## src/hdl/rnt_pkg.sv

```systemverilog
// Shared types and codes of the RSSI neighbour table.
// Used by rnt_cell and rssi_neighbor_table_top; depends on nothing.
`timescale 1ns / 1ps
`default_nettype none

package rnt_pkg;

  // Default sizes
  localparam int TABLE_DEPTH_DEF = 16;
  localparam int AVG_LEN_DEF     = 5;

  // Width of the entries_used result field
  localparam int ENT_W = 5;

  // Reset value of the selection threshold
  localparam logic signed [7:0] THRESH_RESET = -8'sd80;

  // Operation codes
  localparam logic [1:0] FUNC_REPORT = 2'd0;
  localparam logic [1:0] FUNC_SELECT = 2'd1;
  localparam logic [1:0] FUNC_CLEAR  = 2'd2;
  localparam logic [1:0] FUNC_NOP    = 2'd3;

  // Result status codes
  localparam logic [2:0] ST_UPDATED  = 3'd0;
  localparam logic [2:0] ST_INSERTED = 3'd1;
  localparam logic [2:0] ST_DROPPED  = 3'd2;
  localparam logic [2:0] ST_SELECTED = 3'd3;
  localparam logic [2:0] ST_NONE     = 3'd4;
  localparam logic [2:0] ST_CLEARED  = 3'd5;

  localparam logic signed [7:0] AVG_MIN = -8'sd128;

  typedef struct packed {
    logic [1:0]         func;
    logic [47:0]        peer_address;
    logic               peer_address_type;
    logic signed [7:0]  signal_strength;
    logic               may_connect;
  } in_item_t;

  typedef struct packed {
    logic [2:0]         status;
    logic [47:0]        chosen_address;
    logic               chosen_address_type;
    logic signed [7:0]  chosen_strength;
    logic [ENT_W-1:0]   entries_used;
  } out_item_t;

  // Request token that walks the row of slot cells
  typedef struct packed {
    logic               valid;
    logic [1:0]         func;
    logic [47:0]        addr;
    logic               atype;
    logic signed [7:0]  strength;
    logic               allow;
    logic               hit;
    logic               found;
    logic signed [7:0]  best_avg;
    logic [47:0]        best_addr;
    logic               best_atype;
  } tok_t;

  typedef enum logic [1:0] {
    S_IDLE,
    S_WALK,
    S_PUSH
  } state_t;

endpackage

`default_nettype wire

```

## src/hdl/rnt_cell.sv

```systemverilog
// One slot of the neighbour table: holds a peer and passes the request token on.
// Depends on rnt_pkg.
`timescale 1ns / 1ps
`default_nettype none

module rnt_cell #(
  parameter int AVG_LEN = 5,
  parameter int INDEX   = 0,
  parameter int FILL_W  = 5,
  parameter int IDX_W   = 4
) (
  input  wire logic                clk,
  input  wire logic                rst,
  input  wire logic [FILL_W-1:0]   fill,
  input  wire rnt_pkg::tok_t       tok_in,
  input  wire logic [IDX_W-1:0]    idx_in,
  input  wire logic                mark_en,
  input  wire logic [IDX_W-1:0]    mark_idx,
  output rnt_pkg::tok_t            tok_out,
  output logic [IDX_W-1:0]         idx_out
);
  import rnt_pkg::*;

  localparam int CNT_W = $clog2(AVG_LEN + 1);
  localparam int N_W   = 9 + $clog2(AVG_LEN);
  localparam int SH    = N_W;
  localparam int P_W   = N_W + SH + 1;
  localparam int RECIP = (2 ** SH) / AVG_LEN;

  logic [47:0]        addr;
  logic               atype;
  logic signed [7:0]  avg;
  logic [CNT_W-1:0]   cnt;
  logic               chosen;

  logic               occupied;
  logic               is_free;
  logic               match;
  logic               ins;
  logic               better;

  logic signed [8:0]  hsum;
  logic [8:0]         hadj;
  logic signed [7:0]  half;
  logic signed [N_W-1:0] wsum;
  logic               wneg;
  logic [N_W-1:0]     wmag;
  logic [P_W-1:0]     prod;
  logic [N_W-1:0]     qest;
  logic [N_W-1:0]     rem;
  logic [N_W-1:0]     q;
  logic signed [7:0]  weighted;
  logic signed [7:0]  avg_next;
  tok_t               tok_next;

  assign occupied = FILL_W'(INDEX) < fill;
  assign is_free  = FILL_W'(INDEX) == fill;
  assign match    = tok_in.valid && tok_in.func == FUNC_REPORT && occupied && !tok_in.hit
                    && addr == tok_in.addr && atype == tok_in.atype;
  assign ins      = tok_in.valid && tok_in.func == FUNC_REPORT && is_free && !tok_in.hit;
  assign better   = tok_in.valid && tok_in.func == FUNC_SELECT && occupied && !chosen
                    && avg > tok_in.best_avg;

  // Halving average, truncated toward zero
  always_comb begin
    hsum = 9'(avg) + 9'(tok_in.strength);
    hadj = hsum + 9'(hsum[8]);
    half = hadj[8:1];
  end

  // Weighted average: divide by AVG_LEN through a reciprocal and one correction
  always_comb begin
    wsum = N_W'(N_W'(avg) * (AVG_LEN - 1) + tok_in.strength);
    wneg = wsum[N_W-1];
    wmag = wneg ? N_W'(-wsum) : N_W'(wsum);
    prod = P_W'(wmag) * P_W'(RECIP);
    qest = prod[SH+N_W-1:SH];
    rem  = wmag - N_W'(qest * AVG_LEN);
    q    = (rem >= N_W'(AVG_LEN)) ? qest + N_W'(1) : qest;
    weighted = wneg ? -q[7:0] : q[7:0];
  end

  assign avg_next = (cnt < CNT_W'(AVG_LEN)) ? half : weighted;

  always_comb begin
    tok_next = tok_in;
    if (match) begin
      tok_next.hit = 1'b1;
    end
    if (better) begin
      tok_next.found      = 1'b1;
      tok_next.best_avg   = avg;
      tok_next.best_addr  = addr;
      tok_next.best_atype = atype;
    end
  end

  // Slot contents: no reset, only slots below the fill count are looked at
  always_ff @(posedge clk) begin
    if (ins) begin
      addr   <= tok_in.addr;
      atype  <= tok_in.atype;
      avg    <= tok_in.strength;
      cnt    <= CNT_W'(1);
      chosen <= 1'b0;
    end else if (match) begin
      avg <= avg_next;
      if (cnt < CNT_W'(AVG_LEN)) begin
        cnt <= cnt + CNT_W'(1);
      end
    end
    if (mark_en && mark_idx == IDX_W'(INDEX)) begin
      chosen <= 1'b1;
    end
  end

  // Hand the token to the next cell
  always_ff @(posedge clk) begin
    if (rst) begin
      tok_out <= '0;
      idx_out <= '0;
    end else begin
      tok_out <= tok_next;
      idx_out <= better ? IDX_W'(INDEX) : idx_in;
    end
  end

endmodule

`default_nettype wire

```

## config.mk

```make
export PLATFORM = sky130hd
export DESIGN_NAME = rnt_cell
export DESIGN_NICKNAME = d
export VERILOG_FILES = /design/src/hdl/rnt_pkg.sv /design/src/hdl/rnt_cell.sv
export SDC_FILE = /design/constraint.sdc
export NUM_CORES = 1
export LEC_CHECK = 0
export ABC_AREA = 0
export BUFFER_PORTS_ARGS = -buffer_cell sky130_fd_sc_hd__clkbuf_2
export CAP_MARGIN = 20
export CORE_UTILIZATION = 59
export CTS_CLUSTER_DIAMETER = 200
export DETAILED_ROUTE_END_ITERATION = 8
export GPL_TIMING_DRIVEN = 1
export PLACE_DENSITY = 0.86
export RECOVER_POWER = 25
export SETUP_SLACK_MARGIN = 0.5
export SLEW_MARGIN = 0
export SYNTH_ARGS = -nofsm -noshare
export SYNTH_HDL_FRONTEND = slang
export SYNTH_SLANG_ARGS = --single-unit
```

## constraint.sdc

```tcl
create_clock -name clk -period 39.7 [get_ports clk]
set_clock_uncertainty 0.1 [all_clocks]
set_input_delay 7.94 -clock clk [delete_from_list [all_inputs] [get_ports clk]]
set_output_delay 7.94 -clock clk [all_outputs]
set_load 0.01 [all_outputs]
```

### Yosys cells after proc, flatten, opt, wreduce, memory -nomap -nowiden

Index checks and enable logic that the tools add are counted.
Widths: inputs -> output; s select.

| operators by class | value |
|---|---|
| equality and inequality tests | 3 |
| multiply operators | 2 |
| magnitude comparators | 4 |
| reduce and logical (&&, ||, !) cells | 20 |
| $add $sub $neg | 8 |
| mux-type cells | 8 |

Operators with widths:

| cell | number |
|---|---|
| $mux 58 | 1 |
| $eq 48x48->1 | 1 |
| $mux 8 | 5 |
| $mul 12x10->22 const B | 1 |
| $ge 12x3->1 const B | 1 |
| $logic_and 1x1->1 | 12 |
| $mul 10x3->12 const B | 1 |
| $mux 12 | 1 |
| $neg 11->12 | 1 |
| $sub 12x12->12 | 1 |
| $add 10x8->11 | 1 |
| $add 8x8->9 | 1 |
| $add 9x1->9 | 1 |
| $add 8x1->8 const B | 1 |
| $gt 8x8->1 | 1 |
| $neg 8->8 | 1 |
| $logic_not 5->1 | 1 |
| $lt 1x5->1 const A | 1 |
| $logic_not 4->1 | 1 |
| $add 3x1->3 const B | 1 |
| $lt 3x3->1 const B | 1 |
| $eq 2x1->1 const B | 1 |
| $logic_not 1->1 | 2 |
| $logic_not 2->1 | 1 |
| other kinds (5) | 5 |

| storage, ports and cells | value |
|---|---|
| output and inout bits | 124 |
| register bits | 185 |
| input port bits | 136 |
| logic and storage cells | 62 |

### Logic depth before layout (Yosys ltp)

| depth | value |
|---|---|
| depth in word-level cells | 13 |
| depth in mapped cells | 45 |

### Worst setup path before layout

Ideal clock, no wire load.

| path | value |
|---|---|
| path kind | in2reg |
| start point | input port tok_in[62] (netlist bit) |
| end point | register avg[7] (data pin) |
| arrival | 18105 ps |
| setup slack | 21229 ps |
| stages | 41 |
| cell sequence | ha_1 -> inv_1 -> fa_1 -> nor2b_1 -> or4b_2 -> o31ai_1 -> xor2_1 -> inv_1 -> ha_1 -> inv_1 -> fa_1 -> inv_1 -> fa_1 -> fa_1 -> fa_1 -> ha_1 -> o21a_1 -> a31oi_2 -> [5 not listed] -> nor2_1 -> ha_1 -> fa_1 -> inv_1 -> ha_1 -> clkbuf_1 -> o21a_1 -> o21a_1 -> o221a_2 -> a21oi_1 -> o31ai_4 -> xor2_2 -> mux2_2 -> nor2_4 -> mux2i_1 -> a31o_1 -> nor3_1 -> or3b_1 |

| between the ends | value |
|---|---|
| cells in the longest elaborated chain, start to end | 13 |
| elaborated cells between the ends (all ways) | 16 |
| those cells by class | add/sub (7); mul (2); order compare (1); mux (6) |

RTL lines:

| element | RTL line | RTL |
|---|---|---|
| start, declared | rnt_cell.sv:15 | `input wire rnt_pkg::tok_t tok_in,` |
| $add 10x8->11 | rnt_cell.sv:73 | `wsum = N_W'(N_W'(avg) * (AVG_LEN - 1) + tok_in.strength);` |
| $neg 11->12 | rnt_cell.sv:75 | `wmag = wneg ? N_W'(-wsum) : N_W'(wsum);` |
| $mux 12 | rnt_cell.sv:75 |  |
| $mul 12x10->22 | rnt_cell.sv:76 | `prod = P_W'(wmag) * P_W'(RECIP);` |
| $mul 10x3->12 | rnt_cell.sv:78 | `rem = wmag - N_W'(qest * AVG_LEN);` |
| $sub 12x12->12 | rnt_cell.sv:78 |  |
| $ge 12x3->1 | rnt_cell.sv:79 | `q = (rem >= N_W'(AVG_LEN)) ? qest + N_W'(1) : qest;` |
| $mux 8 | rnt_cell.sv:79 |  |
| $neg 8->8 | rnt_cell.sv:80 | `weighted = wneg ? -q[7:0] : q[7:0];` |
| $mux 8 | rnt_cell.sv:80 |  |
| $mux 8 (*) | rnt_cell.sv:83 | `assign avg_next = (cnt < CNT_W'(AVG_LEN)) ? half : weighted;` |
| $mux 8 (*) | rnt_cell.sv:106 | `end else if (match) begin` |
| $mux 8 (*) | rnt_cell.sv:100 | `if (ins) begin` |
| end signal, assigned | rnt_cell.sv:103 | `avg <= tok_in.strength;` |
| end signal, assigned | rnt_cell.sv:107 | `avg <= avg_next;` |
| end, declared | rnt_cell.sv:32 | `logic signed [7:0] avg;` |

Every way passes the cells marked *; elsewhere a longest branch is shown, timed or not. The select of a mux whose other input is x is not followed.
A chain may end at the register's enable or synchronous reset.

### Worst setup path in the final report

Ends and elaborated chain as after synthesis.

==> impl_metrics.toml <==
[sta]
rsz0062_at_grt = "no"
finalMaxSlewViolations = 59
postLayoutSetupSlackWorst_ns = 20.54
whs_ns = 0.441
hold_viol_final = 0
clock.fmax_ghz = 0.0522
maxSlewHeadroom_pct = -76.0
post-route-min-period_ns = 19.16
worst_pin_slew_ns = 2.64
tns_ns = 0
fin_crit_sh_pct = 48.3
final-setup-viol-count = 0

[synthesis]
ys_warn_count = 0
yosysSeqAreaShare_pct = 37.5
synth_edf_count = 57
syn_area_um2 = 11400
ys_seq_elements = 185
ys_types = 82
synth_top_cell_area_share_pct = 22.5
syn_inst = 1108
synth-main-ff-cell = "dfxtp_1"
async_flop_share_pct = 0
synth_area_leaders = "dfxtp_1 (23%), edfxtp_1 (15%), ha_1 (13%)"
avgSynthCellArea_um2 = 10.3
synth_largest_area_cell = "dfxtp_1"

[setup_path]
cpPeakStageDelay_ns = 0.72
r2r-start = "avg[0]$_DFFE_PP_"
start_kind = "primary input"
cp.required_ns = 39.78
arrival_ns = 19.24
rrSetupSlack_ns = 27.64
timing.critical_path.mode_cell = "fa_1"
ff2ff_path_depth = 40
cp_max_fo = 9
cp_top_family = "adder cells"
crit_buf_inv = 6
crit_start = "tok_in[62]"
cp-end-kind = "flop"
slowest_stage = "xor2_1"
path_class = "in2reg"
timing.rr.end = "avg[7]$_DFFE_PP_"

[hold_path]
min_path_type = "reg2reg"
holdPathStages = 2
min_to = "tok_out[42]$_SDFF_PP0_"
min_from = "addr[41]$_DFFE_PP_"

[clocking]
cts.htree.levels = 4
post_cts_buffers = 0
cts-hold-fix-buffers = 0
numCtsBuffers = 17
cts_buffer_depth = 2
cts-resized-gates = 0
cts_tree = "yes"
clkTransAtPathRegs_ns = 0.07
cts.sinks = 185
root_buffer = "clkbuf_16"
clk-insertion-delay-late_ns = 0.44

[run_status]
outcome = "complete, but fails checks"
failed_checks = "capacitance limit, slew limit"

[floorplan]
die_y_um = 141
row_count = 50
start_util_pct = 60.5
die_x_um = 141
coreArea_um2 = 18800
ios = 260
die_area_um2 = 19900

[placed_design]
place_hpwl_mm = 24.0
gp_congestion = 0.955
portBuffers = 259
place_ws_ns = 20.15

[flow_run]
maxCapViolations = 1

[global_routing]
grt_overflow_total = 0
antenna_found_initial = 1
grt_pass1_vias = 9133
track_usage_pct = 31.5
grt_first_pass_wirelength_mm = 47.8
grt_start_max_net_pins = 65

[layout]
syn_to_final_growth_pct = 18.5
drive_above_1_share_pct = 19.0
fin_nets = 1653

[route]
first_pass_iters = 5
avgRoutedWirePerCell_um = 18.6
viasPerCell = 5.57
wl_mm = 30.4
via_count = 9131
drtIter0Drc = 627
ant_nets = 0
drc = 0
==> kinds of logic (layout without fill, tap and decap cells) <==
kind of cell / Yosys count / in the layout / share of synthesized area, %
AND/OR/NAND/NOR: 298 / 298 / 14.0
flip-flops: 185 / 185 / 37.5
AO/OA/AOI/OAI: 156 / 156 / 10.5
adder cells (fa/ha/maj): 153 / 153 / 19.2
buffers and inverters: 146 / 411 / 4.83
XOR/XNOR: 106 / 106 / 8.29
multiplexers: 63 / 63 / 5.56
other: 1 / 6 / 0.0329
==> metal layers <==
layer | wire length (um) | share of wire, % | global-route usage, %
met4 | 1490 | 4.9 | 16.6
met1 | 12500 | 41 | 37.6
met5 | 0 | 0 | 0
met2 | 14500 | 48 | 53.0
met3 | 1890 | 6.2 | 7.03
==> state kept, by name, summed over array words and instances (netlist names) <==
signal,flops
tok_out,120
cnt,3
addr,48
chosen,1
avg,8
atype,1
idx_out,4
==> cells in the mapped netlist, drive strengths merged, types with 4 or more instances <==
master   number
a2111oi       7
a211oi        7
a21o         15
a21oi        38
a31oi         4
and2          7
and3          5
and4          4
clkbuf       27
dfxtp       128
edfxtp       57
fa           36
ha          117
inv         116
mux2i        61
nand2        35
nand2b       12
nand3        10
nand4        12
nor2         96
nor2b        64
nor3         16
nor4         11
o211ai        7
o21a         12
o21ai        18
o21bai        8
o22ai         7
o2bb2ai       4
o311ai        4
or3           6
or4           4
xnor2        63
xor2         43
==> through the flow <==
| stage | area [um2] | utilization (%) | instances |
|---|---|---|---|
| floorplan | 11400 | - | 1112 |
| global placement | 12900 | 68.8 | 1605 |
| detailed placement | 12900 | 68.8 | 1605 |
| CTS | 13600 | 72.0 | 1637 |
| global route | 13500 | 71.6 | 1638 |
| finish | 13500 | 71.6 | 1638 |
==> layout by cell type, fill, tap and decap left out, types with 5 or more instances in the layout <==
| cell type | Yosys | routed |
|---|---|---|
| o21a_1 | 12 | 12 |
| clkbuf_2 | 0 | 199 |
| o21ai_0 | 14 | 14 |
| nor2b_1 | 64 | 64 |
| nand2b_1 | 12 | 12 |
| o22ai_1 | 7 | 7 |
| nor2_1 | 93 | 93 |
| xor2_1 | 42 | 42 |
| o211ai_1 | 7 | 7 |
| o21bai_1 | 8 | 8 |
| clkbuf_16 | 0 | 17 |
| and3_1 | 5 | 5 |
| or3_1 | 6 | 6 |
| nand3_1 | 9 | 9 |
| ha_1 | 117 | 117 |
| a211oi_1 | 6 | 6 |
| conb_1 | 1 | 5 |
| dfxtp_1 | 128 | 128 |
| a21o_1 | 14 | 14 |
| a2111oi_0 | 6 | 6 |
| nand2_1 | 35 | 35 |
| mux2i_1 | 61 | 61 |
| inv_1 | 116 | 116 |
| edfxtp_1 | 57 | 57 |
| clkbuf_1 | 27 | 61 |
| xnor2_1 | 62 | 62 |
| nand4_1 | 12 | 12 |
| and2_1 | 7 | 7 |
| nor4_1 | 11 | 11 |
| nor3_1 | 15 | 15 |
| a21oi_1 | 38 | 38 |
| fa_1 | 36 | 36 |
==> cell type report <==
cell class / count / area, um2
multi-input cells: 781 / 6590
clock inverters: 13 / 174
fillers: 1395 / 5340
inverters: 117 / 439
clock buffers: 19 / 443
flip-flops and latches: 185 / 4270
diodes: 1 / 2.50
well taps: 260 / 325
repair buffers: 262 / 1240
==> worst reg2reg max path, delay by kind of cell, from the launching register on <==
family | cells | cell delay, ns
mux | 2 | 0.71
buf+inv | 5 | 0.36
flops | 1 | 0.48
fa+ha+maj | 11 | 4.66
xor+xnor | 2 | 0.97
simple gates | 7 | 1.66
compound gates | 13 | 2.90
==> worst max-delay path by stage <==
stage | to | slack (ns) | cells after the start
detailed placement | avg[7]$_DFFE_PP_ | 20.15 | 41
finish | avg[7]$_DFFE_PP_ | 20.54 | 41
floorplan | avg[7]$_DFFE_PP_ | 21.23 | 41
global route | avg[7]$_DFFE_PP_ | 19.99 | 41
global placement | avg[7]$_DFFE_PP_ | 20.46 | 41
CTS | avg[7]$_DFFE_PP_ | 20.57 | 41
Power is not shown: default switching activity piles up to over one toggle a cycle in this logic, so the estimate is an artifact.
